==> src/rtl/srt_pkg.sv <==
// Shared types, character codes and character-class helpers for the syntax rule tokenizer.
// No dependencies.
package srt_pkg;

	typedef enum logic [3:0] {
		K_CONTENT = 4'd0,
		K_EOF     = 4'd1,
		K_ERROR   = 4'd2,
		K_OCTET   = 4'd3,
		K_STRING  = 4'd4,
		K_OFFSET  = 4'd5,
		K_OFFREF  = 4'd6,
		K_COLOUR  = 4'd7,
		K_OPEN    = 4'd8,
		K_CLOSE   = 4'd9,
		K_TERM    = 4'd10
	} kind_t;

	typedef enum logic [2:0] {
		M_IDLE    = 3'd0,
		M_COMMENT = 3'd1,
		M_STRING  = 3'd2,
		M_OFFSET  = 3'd3,
		M_OFFREF  = 3'd4,
		M_WORD    = 3'd5
	} mode_t;

	localparam int LEN_W = 13;

	typedef struct packed {
		kind_t              kind;
		logic [7:0]         ch;
		logic [LEN_W-1:0]   len;
		logic               last;
	} result_t;

	typedef struct packed {
		logic [1:0] n;
		result_t    r0;
		result_t    r1;
	} step_t;

	localparam logic [7:0] CH_NL    = 8'h0A;
	localparam logic [7:0] CH_SPACE = 8'h20;
	localparam logic [7:0] CH_TAB   = 8'h09;
	localparam logic [7:0] CH_CR    = 8'h0D;
	localparam logic [7:0] CH_QUOTE = 8'h22;
	localparam logic [7:0] CH_HASH  = 8'h23;
	localparam logic [7:0] CH_PLUS  = 8'h2B;
	localparam logic [7:0] CH_AMP   = 8'h26;
	localparam logic [7:0] CH_SLASH = 8'h2F;
	localparam logic [7:0] CH_OPEN  = 8'h7B;
	localparam logic [7:0] CH_CLOSE = 8'h7D;
	localparam logic [7:0] CH_SEMI  = 8'h3B;

	function automatic logic is_space(input logic [7:0] c);
		return (c == CH_SPACE) || (c >= CH_TAB && c <= CH_CR);
	endfunction

	function automatic logic is_digit(input logic [7:0] c);
		return (c >= 8'h30) && (c <= 8'h39);
	endfunction

	function automatic logic is_hex(input logic [7:0] c);
		return is_digit(c) || (c >= 8'h61 && c <= 8'h66) || (c >= 8'h41 && c <= 8'h46);
	endfunction

	function automatic logic is_word_char(input logic [7:0] c);
		return is_digit(c) || (c >= 8'h61 && c <= 8'h7A) || (c >= 8'h41 && c <= 8'h5A)
			|| (c == CH_SLASH);
	endfunction

	function automatic result_t mk_result(input kind_t k, input logic [7:0] ch,
			input logic [LEN_W-1:0] len);
		result_t r;
		r.kind = k;
		r.ch   = ch;
		r.len  = len;
		r.last = 1'b0;
		return r;
	endfunction

endpackage

==> src/rtl/srt_scan.sv <==
// Scanner step: results and next scan state for one byte or end marker.
// Depends on srt_pkg.
module srt_scan #(
	parameter int MAX_TOKEN = 8191,
	parameter int CW = 13
) (
	input  logic [7:0]      text_byte,
	input  logic            end_of_text,
	input  srt_pkg::mode_t  mode,
	input  logic            colour,
	input  logic [CW-1:0]   count,
	output srt_pkg::step_t  step,
	output srt_pkg::mode_t  mode_nx,
	output logic            colour_nx,
	output logic [CW-1:0]   count_nx
);

	typedef struct packed {
		logic             has;
		srt_pkg::result_t r;
		srt_pkg::mode_t   mode;
		logic             colour;
		logic             cnt_one;
	} ib_t;

	localparam logic [CW:0] MAX_W = (CW+1)'(MAX_TOKEN);
	localparam logic FIRST_FAILS = (MAX_TOKEN <= 1);

	logic [7:0]                  c;
	logic                        tk_err;
	srt_pkg::result_t            tk_res;
	logic [CW:0]                 tk_sum;
	srt_pkg::result_t            close_r;
	logic [srt_pkg::LEN_W-1:0]   len;
	ib_t                         ib;
	logic [CW-1:0]               ib_cnt;

	assign c      = text_byte;
	assign len    = srt_pkg::LEN_W'(count);
	assign tk_sum = {1'b0, count} + (CW+1)'(1);
	assign tk_err = tk_sum >= MAX_W;
	assign tk_res = tk_err ? srt_pkg::mk_result(srt_pkg::K_ERROR, 8'h00, '0)
		: srt_pkg::mk_result(srt_pkg::K_CONTENT, c, '0);
	assign ib_cnt = ib.cnt_one ? CW'(1) : '0;

	always_comb begin
		case (mode)
			srt_pkg::M_OFFSET: begin
				close_r = (count == '0) ? srt_pkg::mk_result(srt_pkg::K_ERROR, 8'h00, '0)
					: srt_pkg::mk_result(srt_pkg::K_OFFSET, 8'h00, len);
			end
			srt_pkg::M_OFFREF: begin
				close_r = (count == '0) ? srt_pkg::mk_result(srt_pkg::K_ERROR, 8'h00, '0)
					: srt_pkg::mk_result(srt_pkg::K_OFFREF, 8'h00, len);
			end
			default: begin
				close_r = srt_pkg::mk_result(colour ? srt_pkg::K_COLOUR : srt_pkg::K_OCTET,
					8'h00, len);
			end
		endcase
	end

	always_comb begin
		ib.has     = 1'b0;
		ib.r       = srt_pkg::mk_result(srt_pkg::K_ERROR, 8'h00, '0);
		ib.mode    = srt_pkg::M_IDLE;
		ib.colour  = 1'b0;
		ib.cnt_one = 1'b0;
		if (srt_pkg::is_space(c)) begin
			ib.has = 1'b0;
		end else if (c == srt_pkg::CH_HASH) begin
			ib.mode = srt_pkg::M_COMMENT;
		end else if (c == srt_pkg::CH_QUOTE) begin
			ib.mode = srt_pkg::M_STRING;
		end else if (c == srt_pkg::CH_PLUS) begin
			ib.mode = srt_pkg::M_OFFSET;
		end else if (c == srt_pkg::CH_AMP) begin
			ib.mode = srt_pkg::M_OFFREF;
		end else if (c == srt_pkg::CH_OPEN) begin
			ib.has = 1'b1;
			ib.r   = srt_pkg::mk_result(srt_pkg::K_OPEN, 8'h00, '0);
		end else if (c == srt_pkg::CH_CLOSE) begin
			ib.has = 1'b1;
			ib.r   = srt_pkg::mk_result(srt_pkg::K_CLOSE, 8'h00, '0);
		end else if (c == srt_pkg::CH_SEMI) begin
			ib.has = 1'b1;
			ib.r   = srt_pkg::mk_result(srt_pkg::K_TERM, 8'h00, '0);
		end else if (srt_pkg::is_word_char(c)) begin
			ib.has = 1'b1;
			if (!FIRST_FAILS) begin
				ib.r       = srt_pkg::mk_result(srt_pkg::K_CONTENT, c, '0);
				ib.mode    = srt_pkg::M_WORD;
				ib.colour  = !srt_pkg::is_hex(c);
				ib.cnt_one = 1'b1;
			end
		end else begin
			ib.has = 1'b1;
		end
	end

	always_comb begin
		step.n    = 2'd0;
		step.r0   = srt_pkg::mk_result(srt_pkg::K_EOF, 8'h00, '0);
		step.r1   = srt_pkg::mk_result(srt_pkg::K_EOF, 8'h00, '0);
		mode_nx   = mode;
		colour_nx = colour;
		count_nx  = count;
		if (end_of_text) begin
			mode_nx   = srt_pkg::M_IDLE;
			colour_nx = 1'b0;
			count_nx  = '0;
			if (mode == srt_pkg::M_STRING) begin
				step.n  = 2'd2;
				step.r0 = srt_pkg::mk_result(srt_pkg::K_ERROR, 8'h00, '0);
			end else if (mode == srt_pkg::M_OFFSET || mode == srt_pkg::M_OFFREF
					|| mode == srt_pkg::M_WORD) begin
				step.n  = 2'd2;
				step.r0 = close_r;
			end else begin
				step.n  = 2'd1;
			end
		end else begin
			case (mode)
				srt_pkg::M_COMMENT: begin
					if (c == srt_pkg::CH_NL) begin
						mode_nx   = srt_pkg::M_IDLE;
						colour_nx = 1'b0;
						count_nx  = '0;
					end
				end
				srt_pkg::M_STRING: begin
					step.n = 2'd1;
					if (c == srt_pkg::CH_QUOTE) begin
						step.r0   = srt_pkg::mk_result(srt_pkg::K_STRING, 8'h00, len);
						mode_nx   = srt_pkg::M_IDLE;
						colour_nx = 1'b0;
						count_nx  = '0;
					end else begin
						step.r0 = tk_res;
						if (tk_err) begin
							mode_nx   = srt_pkg::M_IDLE;
							colour_nx = 1'b0;
							count_nx  = '0;
						end else begin
							count_nx = tk_sum[CW-1:0];
						end
					end
				end
				srt_pkg::M_OFFSET, srt_pkg::M_OFFREF, srt_pkg::M_WORD: begin
					if ((mode == srt_pkg::M_WORD) ? srt_pkg::is_word_char(c)
							: srt_pkg::is_digit(c)) begin
						step.n  = 2'd1;
						step.r0 = tk_res;
						if (tk_err) begin
							mode_nx   = srt_pkg::M_IDLE;
							colour_nx = 1'b0;
							count_nx  = '0;
						end else begin
							count_nx  = tk_sum[CW-1:0];
							colour_nx = colour
								| ((mode == srt_pkg::M_WORD) && !srt_pkg::is_hex(c));
						end
					end else begin
						step.n    = ib.has ? 2'd2 : 2'd1;
						step.r0   = close_r;
						step.r1   = ib.r;
						mode_nx   = ib.mode;
						colour_nx = ib.colour;
						count_nx  = ib_cnt;
					end
				end
				default: begin
					step.n    = ib.has ? 2'd1 : 2'd0;
					step.r0   = ib.r;
					mode_nx   = ib.mode;
					colour_nx = ib.colour;
					count_nx  = ib_cnt;
				end
			endcase
		end
		if (step.n == 2'd1) begin
			step.r0.last = 1'b1;
		end
		if (step.n == 2'd2) begin
			step.r1.last = 1'b1;
		end
	end

endmodule

==> src/rtl/syntax_rule_tokenizer.sv <==
// Top level of the syntax rule tokenizer: input register, scan state and result queue.
// Depends on srt_pkg and srt_scan.
//
// Takes one byte (or end marker) per cycle and returns tokens as content results followed by
// a token-end result. An item is registered, scanned combinationally and its zero, one or two
// results are written to a four-entry result queue, which registers them before they can
// leave. Input is taken every cycle while the queue holds at most two
// results, so the sustained rate is one item per cycle as long as results drain at one per
// cycle on average; bytes that yield two results are absorbed by the queue and only stall
// input when such bytes follow one another faster than the output port drains them.
module syntax_rule_tokenizer #(
	parameter int MAX_TOKEN = 8191
) (
	input  logic        clk,
	input  logic        arst_n,
	input  logic        in_valid,
	output logic        in_stall,
	input  logic [7:0]  text_byte,
	input  logic        end_of_text,
	output logic        out_valid,
	input  logic        out_stall,
	output logic [3:0]  kind,
	output logic [7:0]  char_value,
	output logic [12:0] token_length,
	output logic        last_of_run
);

	localparam int CW = $clog2(MAX_TOKEN + 1);

	logic                 valid_s1;
	logic [7:0]           byte_s1;
	logic                 eot_s1;
	logic                 advance;

	srt_pkg::mode_t       mode_q;
	logic                 colour_q;
	logic [CW-1:0]        count_q;
	srt_pkg::mode_t       mode_nx;
	logic                 colour_nx;
	logic [CW-1:0]        count_nx;
	srt_pkg::step_t       step;

	srt_pkg::result_t     fifo_q [4];
	logic [1:0]           wp_q;
	logic [1:0]           rp_q;
	logic [2:0]           cnt_q;
	logic                 pop;
	logic [1:0]           push_n;
	srt_pkg::result_t     head;

	assign advance  = valid_s1 && (cnt_q <= 3'd2);
	assign in_stall = valid_s1 && !advance;
	assign push_n   = advance ? step.n : 2'd0;
	assign pop      = out_valid && !out_stall;

	always_ff @(posedge clk or negedge arst_n) begin
		if (!arst_n) begin
			valid_s1 <= 1'b0;
		end else if (!in_stall) begin
			valid_s1 <= in_valid;
		end
	end

	always_ff @(posedge clk) begin
		if (!in_stall) begin
			byte_s1 <= text_byte;
			eot_s1  <= end_of_text;
		end
	end

	srt_scan #(
		.MAX_TOKEN(MAX_TOKEN),
		.CW(CW)
	) u_scan (
		.text_byte(byte_s1),
		.end_of_text(eot_s1),
		.mode(mode_q),
		.colour(colour_q),
		.count(count_q),
		.step(step),
		.mode_nx(mode_nx),
		.colour_nx(colour_nx),
		.count_nx(count_nx)
	);

	always_ff @(posedge clk or negedge arst_n) begin
		if (!arst_n) begin
			mode_q   <= srt_pkg::M_IDLE;
			colour_q <= 1'b0;
			count_q  <= '0;
		end else if (advance) begin
			mode_q   <= mode_nx;
			colour_q <= colour_nx;
			count_q  <= count_nx;
		end
	end

	always_ff @(posedge clk) begin
		if (push_n != 2'd0) begin
			fifo_q[wp_q] <= step.r0;
		end
		if (push_n == 2'd2) begin
			fifo_q[wp_q + 2'd1] <= step.r1;
		end
	end

	always_ff @(posedge clk or negedge arst_n) begin
		if (!arst_n) begin
			wp_q  <= '0;
			rp_q  <= '0;
			cnt_q <= '0;
		end else begin
			wp_q  <= wp_q + push_n;
			rp_q  <= rp_q + {1'b0, pop};
			cnt_q <= cnt_q + {1'b0, push_n} - {2'b00, pop};
		end
	end

	assign head         = fifo_q[rp_q];
	assign out_valid    = (cnt_q != 3'd0);
	assign kind         = head.kind;
	assign char_value   = head.ch;
	assign token_length = head.len;
	assign last_of_run  = head.last;

	a_cnt_bound: assert property (@(posedge clk) disable iff (!arst_n) cnt_q <= 3'd4)
		else $error("result queue overflow");

	a_no_stall_empty: assert property (@(posedge clk) disable iff (!arst_n)
		!valid_s1 |-> !in_stall)
		else $error("stall with empty input register");

	a_eot_idle: assert property (@(posedge clk) disable iff (!arst_n)
		advance && eot_s1 |=> mode_q == srt_pkg::M_IDLE && count_q == '0)
		else $error("scan state not cleared after end of text");

	a_pair_last: assert property (@(posedge clk) disable iff (!arst_n)
		push_n == 2'd2 |-> !step.r0.last && step.r1.last)
		else $error("last flag misplaced in result pair");

endmodule

==> config.mk <==
export PLATFORM = sky130hd
export DESIGN_NAME = syntax_rule_tokenizer
export DESIGN_NICKNAME = d
export VERILOG_FILES = /design/src/rtl/srt_pkg.sv /design/src/rtl/srt_scan.sv /design/src/rtl/syntax_rule_tokenizer.sv
export SDC_FILE = /design/constraint.sdc
export NUM_CORES = 1
export LEC_CHECK = 0
export ABC_AREA = 1
export BUFFER_PORTS_ARGS = -buffer_cell sky130_fd_sc_hd__buf_2
export CORE_MARGIN = 2
export CORE_UTILIZATION = 59
export DETAILED_ROUTE_END_ITERATION = 12
export PLACE_DENSITY = 0.77
export SYNTH_ARGS = -nofsm -noshare
export SYNTH_HDL_FRONTEND = slang
export SYNTH_SLANG_ARGS = --single-unit
==> constraint.sdc <==
create_clock -name clk -period 6.28 [get_ports clk]
set_clock_uncertainty 0.1 [all_clocks]
set_input_delay 0.628 -clock clk [delete_from_list [all_inputs] [get_ports clk]]
set_output_delay 0.628 -clock clk [all_outputs]
set_load 0.05 [all_outputs]
==> flow_summary.toml <==
[die]
io_pins = 41
rows = 41
core_area_sq_mm = 0.0127
chipHeight_microns = 119
start_util_pct = 61.0
die_area_sq_mm = 0.0141
die_x_microns = 119

[timing]
relSlewSlack_pct = 27.6
finalSetupViolCount = 0
fmax_ghz = 0.296
slew_violations = 0
finalHoldViolCount = 0
hold_ws_ps = 129
final.setup.tns_ps = 0
rsz0062_at_grt = "no"
min_period_over_period_pct = 53.8
finalCriticalPeriod_ps = 3380
worst_pin_slew_ps = 1090

[worst_setup_path]
critPathLaunchType = "register"
crit_slowest_cell = "edfxtp_1"
end_kind = "register"
cp.buffers_inverters = 0
path_cells = "nor2_1 -> nand2_1 -> nand2_1 -> nand2_1 -> nand2_1 -> nand4_1 -> nand3_1 -> nand2_1 -> nand2_1 -> nand2_1 -> nand2_2 -> nand2_2 -> nand2_4 -> nand2_1 -> nand2_1 -> nor2_1"
r2r_start = "byte_s1[1]$_DFFE_PN_"
startpoint = "byte_s1[1]$_DFFE_PN_"
cp_data_arrival_time_ps = 3460
max_stage_delay_ps = 510
path_delay_family = "simple AND/OR/NAND/NOR gates"
critical_path.most_common_cell = "nand2_1"
critPathKind = "reg2reg"
worstPathRequired_ps = 6360
path_max_fanout = 38

[flow_run]
cap_viol_max_count = 0

[finish]
n_antenna_cell = 0
fillerInstances = 1138
layout.cells.non_filler = 1282
layout_common_cells = "nand2_1, nor2_1, inv_1"
area_growth_pct = 10.5
final_common_cell = "nand2_1"
nets = 1119
final_area_sq_mm = 0.00857
drive_above_1_share_pct = 10.8

[grt]
grt_overflow_total = 0
antenna_found_initial = 0
grt_max_degree = 67
grt_pass1_vias = 6343
gr-usage-all-layers_pct = 28.3
grt_first_pass_wirelength_microns = 31700

[routing]
drt_iter0_drc = 701
firstDrtPassIters = 7
wl_per_cell_microns = 15.2
wl_microns = 19400
drc = 0
vias = 6968
via_per_inst = 5.44
drtAntennaViolNets = 0

[clocking]
cts_tree = "yes"
cts.repair.resized = 0
htree_levels = 4
cts_num_sinks = 138
cts_buffers = 17
cts_root_buffer = "clkbuf_16"
clock_latency_ps = 420
clk_path_buf_depth = 2
post-cts-setup-buffers = 0
clkSlewWorstSetupHoldPaths_ps = 60
holdBufCountCts = 0

[place]
place_area_sq_mm = 0.00798
io_buffers = 40
dp_hpwl_microns = 12900
routabilityCongestion = 0.921
dp_cells = 1250

[synth]
ys_async_sr_fraction_pct = 18.1
synth_nets = 1099
syn_area_sq_mm = 0.00775
yosysSeqAreaShare_pct = 44.6
ys.flop_type = "edfxtp_1"
ys_warn_count = 0
synth_edf_count = 57
syn_avg_cell_area_sq_um = 7.20
ys_ff_latch = 138
synth_cell_types = 41
syn_inst = 1077

[pwr]
p_sw_share_pct = 49.8
power_frac_seq_pct = 29.4
intPower_mw = 2.66
combinationalPowerShare_pct = 51.9
p_leak_nw = 4.20
peakVddDrop_v = 0.000274
pwr-share-clk_pct = 18.7
switching_power_mw = 2.63
power_density_mw_per_mm2 = 618

[min_path]
worstHoldPathType = "in2async"

[outcome]
status = "completed"
path summary, 6_finish.rpt:
kind	endpoint	slack (ps)	cells after the start
worst max-delay path	fifo_q[1][25]$_DFFE_PP_	2900	16
worst min-delay path	rp_q[0]$_DFF_PN0_	130	1
worst max register to register	fifo_q[1][25]$_DFFE_PP_	2900	16
worst min register to register	fifo_q[2][24]$_SDFFE_PP0P_	390	2
max in group asynchronous	wp_q[0]$_DFF_PN0_	5530	1
min in group clk	byte_s1[2]$_DFFE_PN_	280	1
power by group through the flow:
stage	Clock, mW	Combinational (mW)	Sequential, mW
floorplan	0	2.22	1.49
CTS	0.997	2.74	1.55
detailed placement	0	2.72	1.57
global route	1.04	3.05	1.59
finish	0.991	2.75	1.55
global placement	0	2.70	1.56
layer usage:
layer	global-route usage [%]	vias up	part of all wire, %
met5	0	-	0
met4	8.85	0	1.2
met3	5.89	21	8.2
met2	43.3	290	45
met1	40.4	3155	46
li1	-	3502	-
state kept, by name, indices dropped and copies added (netlist names):
| signal | count |
|---|---|
| count_q | 13 |
| mode_q | 3 |
| valid_s1 | 1 |
| eot_s1 | 1 |
| byte_s1 | 8 |
| cnt_q | 3 |
| rp_q | 2 |
| colour_q | 1 |
| wp_q | 2 |
| fifo_q | 104 |
layout make-up:
cell class                      instances  area [sq um]  area share (%)
Clock inverter                         10          86.3            1.01
Inverter                              132           495            5.78
Tap cell                              172           215            2.51
Clock buffer                           22           504            5.89
Sequential cell                       138          3460            40.4
Multi-Input combinational cell        762          3560            41.6
Timing Repair Buffer                   46           245            2.86
stage by stage:
stage / power, mW / setup WS (ps) / utilization, %
after floorplan: 3.71 / 3460 / -
after global placement: 4.26 / 3000 / 62.7
after detailed placement: 4.28 / 2960 / 62.7
after CTS: 5.29 / 2920 / 67.3
after global routing: 5.69 / 2610 / 67.3
final: 5.29 / 2900 / 67.3
logic make-up after synthesis:
kind of cell | after synthesis | synth area share [%]
xor+xnor | 10 | 1.13
fa+ha+maj | 9 | 1.55
buf+inv | 177 | 9.49
simple gates | 564 | 30.8
compound gates | 179 | 12.4
flops | 138 | 44.6
synth_stat cells, types with 2 or more instances:
cell	n	area share, %
nand2_2	8	0.65
o21ai_0	79	5.1
edfxtp_1	57	22
nor2_1	192	9.3
xor2_1	8	0.90
nand3_1	52	3.4
nor2_4	4	0.58
buf_6	3	0.44
inv_1	121	5.9
nand4_1	7	0.56
nand2_4	2	0.29
clkinv_1	4	0.19
buf_2	12	0.77
inv_2	7	0.34
a21oi_1	56	3.6
ha_1	8	1.3
buf_4	6	0.58
nand3b_1	2	0.19
xnor2_1	2	0.23
nor3_2	7	0.90
nor3_1	16	1.0
dfrtp_1	25	8.1
nand3_2	5	0.65
o22ai_1	19	1.5
o31ai_1	2	0.19
nand2_1	264	13
clkbuf_1	23	1.1
o21ai_2	6	0.68
nor4_1	2	0.16
dfxtp_1	56	14
o21ai_1	12	0.77
Power figures use the tool's default switching activity.
